File: src/rtl/key_short_long_press_events_assert.svh
// Assertion macros shared by the key event detector RTL.
// Both expect clk and rst to be visible where they are used.
`ifndef KEY_SHORT_LONG_PRESS_EVENTS_ASSERT_SVH
`define KEY_SHORT_LONG_PRESS_EVENTS_ASSERT_SVH

// Same-cycle implication
`define KSLPE_ASSERT_NOW(label, ante, cons, msg) \
  label: assert property (@(posedge clk) disable iff (rst) (ante) |-> (cons)) \
    else $error(msg);

// Next-cycle implication
`define KSLPE_ASSERT_NEXT(label, ante, cons, msg) \
  label: assert property (@(posedge clk) disable iff (rst) (ante) |=> (cons)) \
    else $error(msg);

`endif

File: src/rtl/kslpe_pkg.sv
package kslpe_pkg;

  // Field widths
  localparam int TIME_W    = 32;
  localparam int CNT_W     = 8;
  localparam int KEY_W     = 2;
  localparam int MASK_W    = 4;
  localparam int CFG_W     = 32;
  localparam int CFG_IDX_W = 2;
  localparam int THR_W     = 8;
  localparam int THRP_W    = 15;

  // Key count: default and the most keys that have an enable bit
  localparam int KEYS_DEF  = 4;
  localparam int EV_KEYS   = 4;

  // Timing constants (ms)
  localparam logic [TIME_W-1:0] DEBOUNCE_MS  = 32'd50;
  localparam logic [TIME_W-1:0] REPEAT_MS    = 32'd300;
  localparam logic [6:0]        LONG_UNIT_MS = 7'd100;

  // Register reset values
  localparam logic [MASK_W-1:0] ENABLE_RST = 4'hF;
  localparam logic [MASK_W-1:0] INVERT_RST = 4'hF;
  localparam logic [CFG_W-1:0]  LPT_RST    = 32'h0A0A_0A0A;

  // Register indexes
  typedef enum logic [CFG_IDX_W-1:0] {
    REG_KEY_ENABLE = 2'd0,
    REG_INVERT     = 2'd1,
    REG_LONG_TIMES = 2'd2
  } kslpe_reg_t;

  // Sequencer states
  typedef enum logic [1:0] {
    ST_IDLE,
    ST_RD,
    ST_CALC,
    ST_EMIT
  } kslpe_state_t;

  // One key's stored state, one memory word
  typedef struct packed {
    logic [CNT_W-1:0]  cnt;
    logic [TIME_W-1:0] long_sent;
    logic [TIME_W-1:0] press_start;
  } kslpe_entry_t;

  localparam int ENTRY_W = $bits(kslpe_entry_t);

  // Zero is the idle marker, so a time of zero is stored as one
  function automatic logic [TIME_W-1:0] nonzero_time(input logic [TIME_W-1:0] t);
    nonzero_time = (t == '0) ? {{(TIME_W-1){1'b0}}, 1'b1} : t;
  endfunction

endpackage

File: src/rtl/kslpe_ram.sv
// Simple dual-port RAM, one write and one registered read per cycle
module kslpe_ram #(
  parameter int WIDTH = 8,
  parameter int DEPTH = 4
) (
  input  logic                                      clk,
  input  logic                                      we,
  input  logic [((DEPTH > 1) ? $clog2(DEPTH) : 1)-1:0] waddr,
  input  logic [WIDTH-1:0]                          wdata,
  input  logic [((DEPTH > 1) ? $clog2(DEPTH) : 1)-1:0] raddr,
  output logic [WIDTH-1:0]                          rdata
);

  logic [WIDTH-1:0] mem [DEPTH];

  always_ff @(posedge clk) begin
    if (we) begin
      mem[waddr] <= wdata;
    end
    rdata <= mem[raddr];
  end

endmodule

File: src/rtl/key_short_long_press_events.sv
// Key short/long press event detector. Each item brings the millisecond time and
// the pin levels of all keys; keys are visited in index order through one state
// memory (press start, last long time, press counter per key) with one read port,
// one key per cycle. After the key walk the item's events (0 to 4) are handed out
// in key order, waiting while the output stalls; the next item is taken once all
// of this item's events are in the output register. Short events need 50 ms of
// press, long events fire at the key's threshold times 100 ms and repeat every
// 300 ms while held. last_event marks the item's final event.
`include "key_short_long_press_events_assert.svh"

module key_short_long_press_events #(
  parameter int KEYS = kslpe_pkg::KEYS_DEF
) (
  input  logic                           clk,
  input  logic                           rst,
  // configuration
  input  logic                           cfg_write,
  input  logic [kslpe_pkg::CFG_IDX_W-1:0] cfg_index,
  input  logic [kslpe_pkg::CFG_W-1:0]    cfg_data,
  // input items
  input  logic                           in_valid,
  output logic                           in_ready,
  input  logic [kslpe_pkg::TIME_W-1:0]   now_ms,
  input  logic [kslpe_pkg::MASK_W-1:0]   pin_levels,
  // result items
  output logic                           out_valid,
  input  logic                           out_ready,
  output logic [kslpe_pkg::KEY_W-1:0]    key_index,
  output logic [kslpe_pkg::CNT_W-1:0]    press_count,
  output logic                           is_long,
  output logic                           last_event
);

  // Only keys with an enable bit are ever processed
  localparam int NPROC = (KEYS < kslpe_pkg::EV_KEYS) ? KEYS : kslpe_pkg::EV_KEYS;
  localparam int AW    = (NPROC > 1) ? $clog2(NPROC) : 1;
  localparam int EV_N  = kslpe_pkg::EV_KEYS;

  kslpe_pkg::kslpe_state_t state, state_next;

  logic [kslpe_pkg::MASK_W-1:0] enable_q;
  logic [kslpe_pkg::MASK_W-1:0] invert_q;
  logic [kslpe_pkg::CFG_W-1:0]  lpt_q;

  logic [kslpe_pkg::TIME_W-1:0] now_q;
  logic [kslpe_pkg::MASK_W-1:0] pins_q;
  logic [kslpe_pkg::KEY_W-1:0]  key;
  logic                         last_key;

  // memory side
  logic [NPROC-1:0]             valid;
  logic                         rd_ok;
  logic [kslpe_pkg::KEY_W-1:0]  raddr_ext;
  logic                         ram_we;
  logic [kslpe_pkg::ENTRY_W-1:0] ram_rdata;
  kslpe_pkg::kslpe_entry_t      cur, upd;

  // per-key event buffer
  logic [EV_N-1:0]              ev_pend;
  logic                         ev_long [EV_N];
  logic [kslpe_pkg::CNT_W-1:0]  ev_cnt  [EV_N];

  // key update
  logic                         key_en, pressed, hit, hit_long;
  logic [kslpe_pkg::TIME_W-1:0] d_start, d_long, now_nz;
  logic [kslpe_pkg::THR_W-1:0]  thr_byte;
  logic [kslpe_pkg::THRP_W-1:0] thr;

  // emit selection
  logic                         emit_load, emit_last;
  logic [kslpe_pkg::KEY_W-1:0]  emit_key;
  logic [EV_N-1:0]              emit_onehot;

  // Configuration registers
  always_ff @(posedge clk) begin
    if (rst) begin
      enable_q <= kslpe_pkg::ENABLE_RST;
      invert_q <= kslpe_pkg::INVERT_RST;
      lpt_q    <= kslpe_pkg::LPT_RST;
    end else if (cfg_write) begin
      case (cfg_index)
        kslpe_pkg::REG_KEY_ENABLE: enable_q <= cfg_data[kslpe_pkg::MASK_W-1:0];
        kslpe_pkg::REG_INVERT:     invert_q <= cfg_data[kslpe_pkg::MASK_W-1:0];
        kslpe_pkg::REG_LONG_TIMES: lpt_q    <= cfg_data;
        default: ;
      endcase
    end
  end

  assign last_key = (key == kslpe_pkg::KEY_W'(NPROC - 1));

  // Next state
  always_comb begin
    state_next = state;
    case (state)
      kslpe_pkg::ST_IDLE: if (in_valid) state_next = kslpe_pkg::ST_RD;
      kslpe_pkg::ST_RD:   state_next = kslpe_pkg::ST_CALC;
      kslpe_pkg::ST_CALC: if (last_key) state_next = kslpe_pkg::ST_EMIT;
      kslpe_pkg::ST_EMIT: begin
        if (ev_pend == '0 || (emit_load && emit_last)) state_next = kslpe_pkg::ST_IDLE;
      end
      default: state_next = kslpe_pkg::ST_IDLE;
    endcase
  end

  // Control outputs of the sequencer
  always_comb begin
    in_ready  = (state == kslpe_pkg::ST_IDLE);
    ram_we    = (state == kslpe_pkg::ST_CALC) && key_en;
    raddr_ext = (state == kslpe_pkg::ST_CALC) ? key + 2'd1 : key;
    emit_load = (state == kslpe_pkg::ST_EMIT) && (ev_pend != '0) &&
                (!out_valid || out_ready);
  end

  always_ff @(posedge clk) begin
    if (rst) begin
      state <= kslpe_pkg::ST_IDLE;
    end else begin
      state <= state_next;
    end
  end

  // Item capture and key walk
  always_ff @(posedge clk) begin
    if (rst) begin
      key <= '0;
    end else if (in_valid && in_ready) begin
      key <= '0;
    end else if (state == kslpe_pkg::ST_CALC && !last_key) begin
      key <= key + 2'd1;
    end
  end

  always_ff @(posedge clk) begin
    if (in_valid && in_ready) begin
      now_q  <= now_ms;
      pins_q <= pin_levels;
    end
  end

  // State memory; a never-written entry reads as all zero
  kslpe_ram #(
    .WIDTH (kslpe_pkg::ENTRY_W),
    .DEPTH (NPROC)
  ) u_state_ram (
    .clk   (clk),
    .we    (ram_we),
    .waddr (AW'(key)),
    .wdata (upd),
    .raddr (AW'(raddr_ext)),
    .rdata (ram_rdata)
  );

  always_ff @(posedge clk) begin
    if (rst) begin
      valid <= '0;
      rd_ok <= 1'b0;
    end else begin
      rd_ok <= ({1'b0, raddr_ext} < 3'(NPROC)) && valid[AW'(raddr_ext)];
      if (ram_we) valid[AW'(key)] <= 1'b1;
    end
  end

  assign cur = rd_ok ? kslpe_pkg::kslpe_entry_t'(ram_rdata) : '0;

  // Per-key press logic
  always_comb begin
    key_en   = enable_q[key];
    pressed  = pins_q[key] ^ invert_q[key];
    now_nz   = kslpe_pkg::nonzero_time(now_q);
    d_start  = now_q - cur.press_start;
    d_long   = now_q - cur.long_sent;
    thr_byte = kslpe_pkg::THR_W'(lpt_q >> {key, 3'b000});
    thr      = kslpe_pkg::THRP_W'(thr_byte) * kslpe_pkg::THRP_W'(kslpe_pkg::LONG_UNIT_MS);
    upd      = cur;
    hit      = 1'b0;
    hit_long = 1'b0;
    if (!pressed) begin
      if (cur.press_start != '0) begin
        if (d_start >= kslpe_pkg::DEBOUNCE_MS && cur.long_sent == '0) begin
          upd.cnt = cur.cnt + 8'd1;
          hit     = 1'b1;
        end
        upd.press_start = '0;
      end
    end else if (cur.press_start != '0) begin
      if (cur.long_sent != '0) begin
        if (d_long >= kslpe_pkg::REPEAT_MS) begin
          upd.long_sent = now_nz;
          hit           = 1'b1;
          hit_long      = 1'b1;
        end
      end else if (d_start >= kslpe_pkg::TIME_W'(thr)) begin
        upd.cnt       = cur.cnt + 8'd1;
        upd.long_sent = now_nz;
        hit           = 1'b1;
        hit_long      = 1'b1;
      end
    end else begin
      upd.press_start = now_nz;
      upd.long_sent   = '0;
    end
  end

  // Event buffer: filled during the key walk, drained in key order
  always_ff @(posedge clk) begin
    if (rst) begin
      ev_pend <= '0;
    end else if (state == kslpe_pkg::ST_CALC && key_en && hit) begin
      ev_pend[key] <= 1'b1;
    end else if (emit_load) begin
      ev_pend <= ev_pend & ~emit_onehot;
    end
  end

  always_ff @(posedge clk) begin
    if (state == kslpe_pkg::ST_CALC) begin
      ev_long[key] <= hit_long;
      ev_cnt[key]  <= upd.cnt;
    end
  end

  // Lowest pending key goes next
  always_comb begin
    emit_key    = '0;
    emit_onehot = '0;
    for (int i = EV_N - 1; i >= 0; i--) begin
      if (ev_pend[i]) begin
        emit_key    = kslpe_pkg::KEY_W'(i);
        emit_onehot = EV_N'(1) << i;
      end
    end
    emit_last = ((ev_pend & ~emit_onehot) == '0);
  end

  // Output register
  always_ff @(posedge clk) begin
    if (rst) begin
      out_valid <= 1'b0;
    end else if (emit_load) begin
      out_valid <= 1'b1;
    end else if (out_ready) begin
      out_valid <= 1'b0;
    end
  end

  always_ff @(posedge clk) begin
    if (emit_load) begin
      key_index   <= emit_key;
      press_count <= ev_cnt[emit_key];
      is_long     <= ev_long[emit_key];
      last_event  <= emit_last;
    end
  end

  // Checks
  `KSLPE_ASSERT_NEXT(a_accept_starts_read, in_valid && in_ready, state == kslpe_pkg::ST_RD, "accepted item did not start a key read")
  `KSLPE_ASSERT_NOW(a_key_in_range, state == kslpe_pkg::ST_CALC, {1'b0, key} < 3'(NPROC), "key walk beyond processed keys")
  `KSLPE_ASSERT_NEXT(a_emit_drains, state == kslpe_pkg::ST_EMIT && ev_pend == '0, state == kslpe_pkg::ST_IDLE, "empty event buffer did not return to idle")
  `KSLPE_ASSERT_NOW(a_load_from_emit, $rose(out_valid), $past(state) == kslpe_pkg::ST_EMIT, "output loaded outside emit phase")

endmodule

File: config.mk
export PLATFORM = sky130hd
export DESIGN_NAME = key_short_long_press_events
export DESIGN_NICKNAME = d
export VERILOG_FILES = /design/src/rtl/kslpe_pkg.sv /design/src/rtl/kslpe_ram.sv /design/src/rtl/key_short_long_press_events.sv
export VERILOG_INCLUDE_DIRS = /design/src /design/src/rtl
export SDC_FILE = /design/constraint.sdc
export NUM_CORES = 1
export LEC_CHECK = 0
export CAP_MARGIN = 20
export CORE_ASPECT_RATIO = 0.6
export CORE_UTILIZATION = 23
export DETAILED_ROUTE_END_ITERATION = 12
export DONT_BUFFER_PORTS = 1
export GPL_TIMING_DRIVEN = 0
export HOLD_SLACK_MARGIN = 0.03
export PLACE_DENSITY_LB_ADDON = 0.12
export RECOVER_POWER = 50
export SETUP_SLACK_MARGIN = 0.1
export SYNTH_ARGS = -nofsm -noshare
export SYNTH_HDL_FRONTEND = slang
export SYNTH_SLANG_ARGS = --single-unit
export TNS_END_PERCENT = 50
File: constraint.sdc
create_clock -name clk -period 10.7 [get_ports clk]
set_input_delay 0.535 -clock clk [delete_from_list [all_inputs] [get_ports clk]]
set_output_delay 0.535 -clock clk [all_outputs]
set_load 0.01 [all_outputs]
==> metrics.md <==
| Metric | Value |
|---|---|
| Final Max Tran Viols | `345` |
| Die Y | `254 µm` |
| Vias per Instance | `4.82` |
| Post-synth top area share | `46.0%` |
| Reg-to-Reg End | `u_state_ram.mem[1][55]` |
| Synthesis-to-layout area growth | `16.8%` |
| Final Core Density | `27.4%` |
| Synth Register Bits | `498` |
| Met1 GRT Util | `23.3%` |
| Initial antenna violation count | `2` |
| HP Class | `input port to flip-flop` |
| TritonCTS buffer count | `50` |
| H-tree depth | `2` |
| Clock sink total | `498` |
| Final instance area | `28400 µm²` |
| Leakage power | `9.48 nW` |
| Worst path slowest cell | `clkbuf_1` |
| Post-layout net count | `2257` |
| Die Wd | `421 µm` |
| Synth area leaders | `edfxtp_1 46%, dfxtp_1 10%, mux4_2 8.4%, ha_1 5.8%, nand2_1 3.6%` |
| CTS tree | `done` |
| Crit path arrival time | `8940 ps` |
| Fraction of layout instances using a drive strength above 1 | `11.5%` |
| Final Power | `7.42 mW` |
| Cts hold-fix bufs | `53` |
| CP max FO | `10` |
| Number of global-route vias before repair | `16999` |
| P_sw | `2.86 mW` |
| Post-synth cell types | `93` |
| EDFF count, synth | `372` |
| Wire length per cell | `23.2 µm` |
| First-pass GRT wire length | `118 mm` |
| Final setup viols | `0` |
| Die area | `107000 µm²` |
| Worst R2R Setup Slack | `2060 ps` |
| CP Buf/Inv Count | `6` |
| Sequential-to-total area share from yosys stat | `56.4%` |
| Final Skew | `24.9 ps` |
| Dpl hpwl | `61.2 mm` |
| Crit path kind | `flip-flop to flip-flop` |
| Post-CTS setup buffer count | `0` |
| Final Hold Viols | `0` |
| Wirelength, routed | `81.3 mm` |
| Placer Congestion | `0.870` |
| Max Cap Violations | `10` |
| Post_cts resized | `0` |
| Syn nets | `2132` |
| Largest net degree at the start of global routing | `42` |
| WHS Endpoint | `lpt_q[22]` |
| Leading area contributor after synthesis | `edfxtp_1` |
| I/O Pins | `89` |
| Status | `complete, but fails checks` |
| Critical path's top delay family | `buffers and inverters` |
| Setup TNS | `0 ps` |
| FFs w/ async S/R, synth | `0%` |
| Overflow after GRT | `0` |
| Clock slew seen by the registers of the worst setup and hold paths | `60 ps` |
| Met3 Usage GRT | `3.22%` |
| Syn Inst Count | `1940` |
| Tmin final | `8640 ps` |
| Clock Latency Late Sink | `630 ps` |
| Non-Filler Instances | `3502` |
| Top cells by count, synth | `372 x edfxtp_1, 233 x nand2_1, 154 x a21oi_1` |
| # port buffers | `0` |
| Synth warnings | `0` |
| Mapped Area | `24300 µm²` |
| CP peak stage delay | `820 ps` |
| Hold Crit Depth | `2` |
| Hold Path Origin | `cfg_data[22]` |
| Failing checks | `max-capacitance violations, max-slew violations` |
| Post-DP Area | `26300 µm²` |
| GRT Total Usage | `15.1%` |
| Crit path top cell by count | `clkbuf_1` |
| DRT Pass-1 Iters | `5` |
| Worst VDD drop | `109 µV` |
| Reg2reg start | `rd_ok` |
| CORE AREA | `104000 µm²` |
| Clk buf depth | `3` |
| Worst-margin pin slew | `2730 ps` |
| Routed Antenna Nets | `0` |
| Core Rows | `91` |
| Max-slew headroom | `-82.1%` |
| Root buffer cell | `clkbuf_16` |
| Initial Util | `23.4%` |
| Internal cell power | `4.56 mW` |
| CP required | `11000 ps` |
| Synthesized area per cell | `12.5 µm²` |
| Crit end category | `flip-flop` |
| Power Density | `262 nW/µm²` |
| Drt drc | `0` |
| Met2 GRT Util | `21.2%` |
| Sw Share | `38.5%` |
| Worst reg-to-reg path cell count | `23` |
| Clk pwr share | `23.8%` |
| GR peak layer | `met1` |
| Most used DFF post-synth | `edfxtp_1` |
| Final Cycle Share | `80.7%` |
| Comb pwr share | `37.7%` |
| Critical path startpoint category | `flip-flop` |
| RSZ-0062 raised after global routing | `false` |
| Via count | `16865` |
| Drt initial violations | `1441` |
| Sequential Power Share | `38.5%` |
| Dpl cells | `3349` |
| F_max | `0.116 GHz` |
| Critical-path cell list | `clkbuf_1 > clkbuf_1 > clkbuf_1 > clkbuf_1 > nand2_1 > ha_1 > buf_2 > a41oi_1 > o211ai_1 > a21boi_2 > nand2_1 > xor2_1 > ha_1 > a211oi_1 > nand2_1 > o21ai_0 > a31o_2 > nand3b_1 > o32ai_4 > nor2_2 > buf_2 > a21oi_1 > o22ai_1` |
| Top-count cell post-synth | `edfxtp_1` |
-- placed cells by master, fill, tap and decap left out, types with 12 or more instances in the layout --
cell type	instances
dfxtp_1	126
nor4_1	25
o21bai_1	12
and2_1	17
o21a_1	17
edfxtp_1	372
inv_1	46
nand2b_1	22
o22ai_1	29
nand3_1	20
ha_1	112
a211o_1	14
nor2b_1	41
nor3_1	21
xor2_1	18
o211ai_1	18
clkbuf_1	85
a21oi_1	154
buf_2	22
nand3b_1	13
and3_1	13
mux4_2	91
o21ai_0	72
a211oi_1	14
dlygate4sd3_1	53
nand2_1	233
nand4_1	34
clkbuf_16	50
a21o_1	18
nor2_1	82
xnor2_1	33
-- per-layer routing --
| layer | share of wire [%] | vias to the layer above | routed length, µm |
|---|---|---|---|
| met5 | 0 | - | 0 |
| met4 | 1.7 | 0 | 1400 |
| met3 | 5.8 | 88 | 4730 |
| met2 | 40 | 459 | 32300 |
| met1 | 53 | 8606 | 42900 |
| li1 | - | 7712 | - |
-- flip-flops by register name, indices dropped and copies added (netlist names), 2 cells and up --
signal             flops
enable_q               4
pins_q                 4
now_q                 32
invert_q               4
state                  2
u_state_ram.rdata     72
key                    2
valid                  4
u_state_ram.mem      288
press_count            8
ev_cnt                32
lpt_q                 32
ev_pend                4
ev_long                4
key_index              2
-- power groups by stage --
stage / registers (mW) / clock network [mW] / logic (mW)
after floorplan: 2.72 / 0 / 1.81
after global placement: 2.90 / 0 / 2.66
after detailed placement: 2.88 / 0 / 2.75
after CTS: 2.85 / 1.83 / 2.78
after global routing: 2.88 / 1.90 / 3.05
final: 2.86 / 1.77 / 2.79
-- area by class of cell --
class | instances | area [µm²]
diodes | 1 | 2.50
plain buffers | 89 | 377
clock buffers | 65 | 1330
clock inverters | 28 | 262
fillers | 10755 | 75300
inverters | 46 | 173
multi-input cells | 1307 | 10000
flip-flops and latches | 498 | 13700
well taps | 1395 | 1750
repair buffers | 73 | 741
-- cells by family after synthesis --
group | count (synthesis) | synth area share (%)
and+or+nand+nor | 573 | 11.7
DFF | 498 | 56.4
AOI/OAI and AO/OA | 461 | 12.5
buffers and inverters | 135 | 2.26
adders and majority gates | 118 | 6.23
muxes | 104 | 9.00
xor gates and xnor gates | 51 | 1.84
-- through the flow --
stage,setup WS [ps],hold WS [ps]
global placement,1640,443
CTS,1870,31.4
finish,2060,80.0
detailed placement,1900,448
floorplan,4880,432
global route,1660,50.4
-- worst max-delay path by stage --
stage,start,end,cells after the start
floorplan,key[0],u_state_ram.mem[0][33],23
global placement,rd_ok,u_state_ram.mem[0][44],17
detailed placement,rd_ok,ev_pend[3],22
CTS,rd_ok,ev_pend[3],22
global route,rd_ok,u_state_ram.mem[1][55],23
finish,rd_ok,u_state_ram.mem[1][55],23
Power figures use the tool's default switching activity.
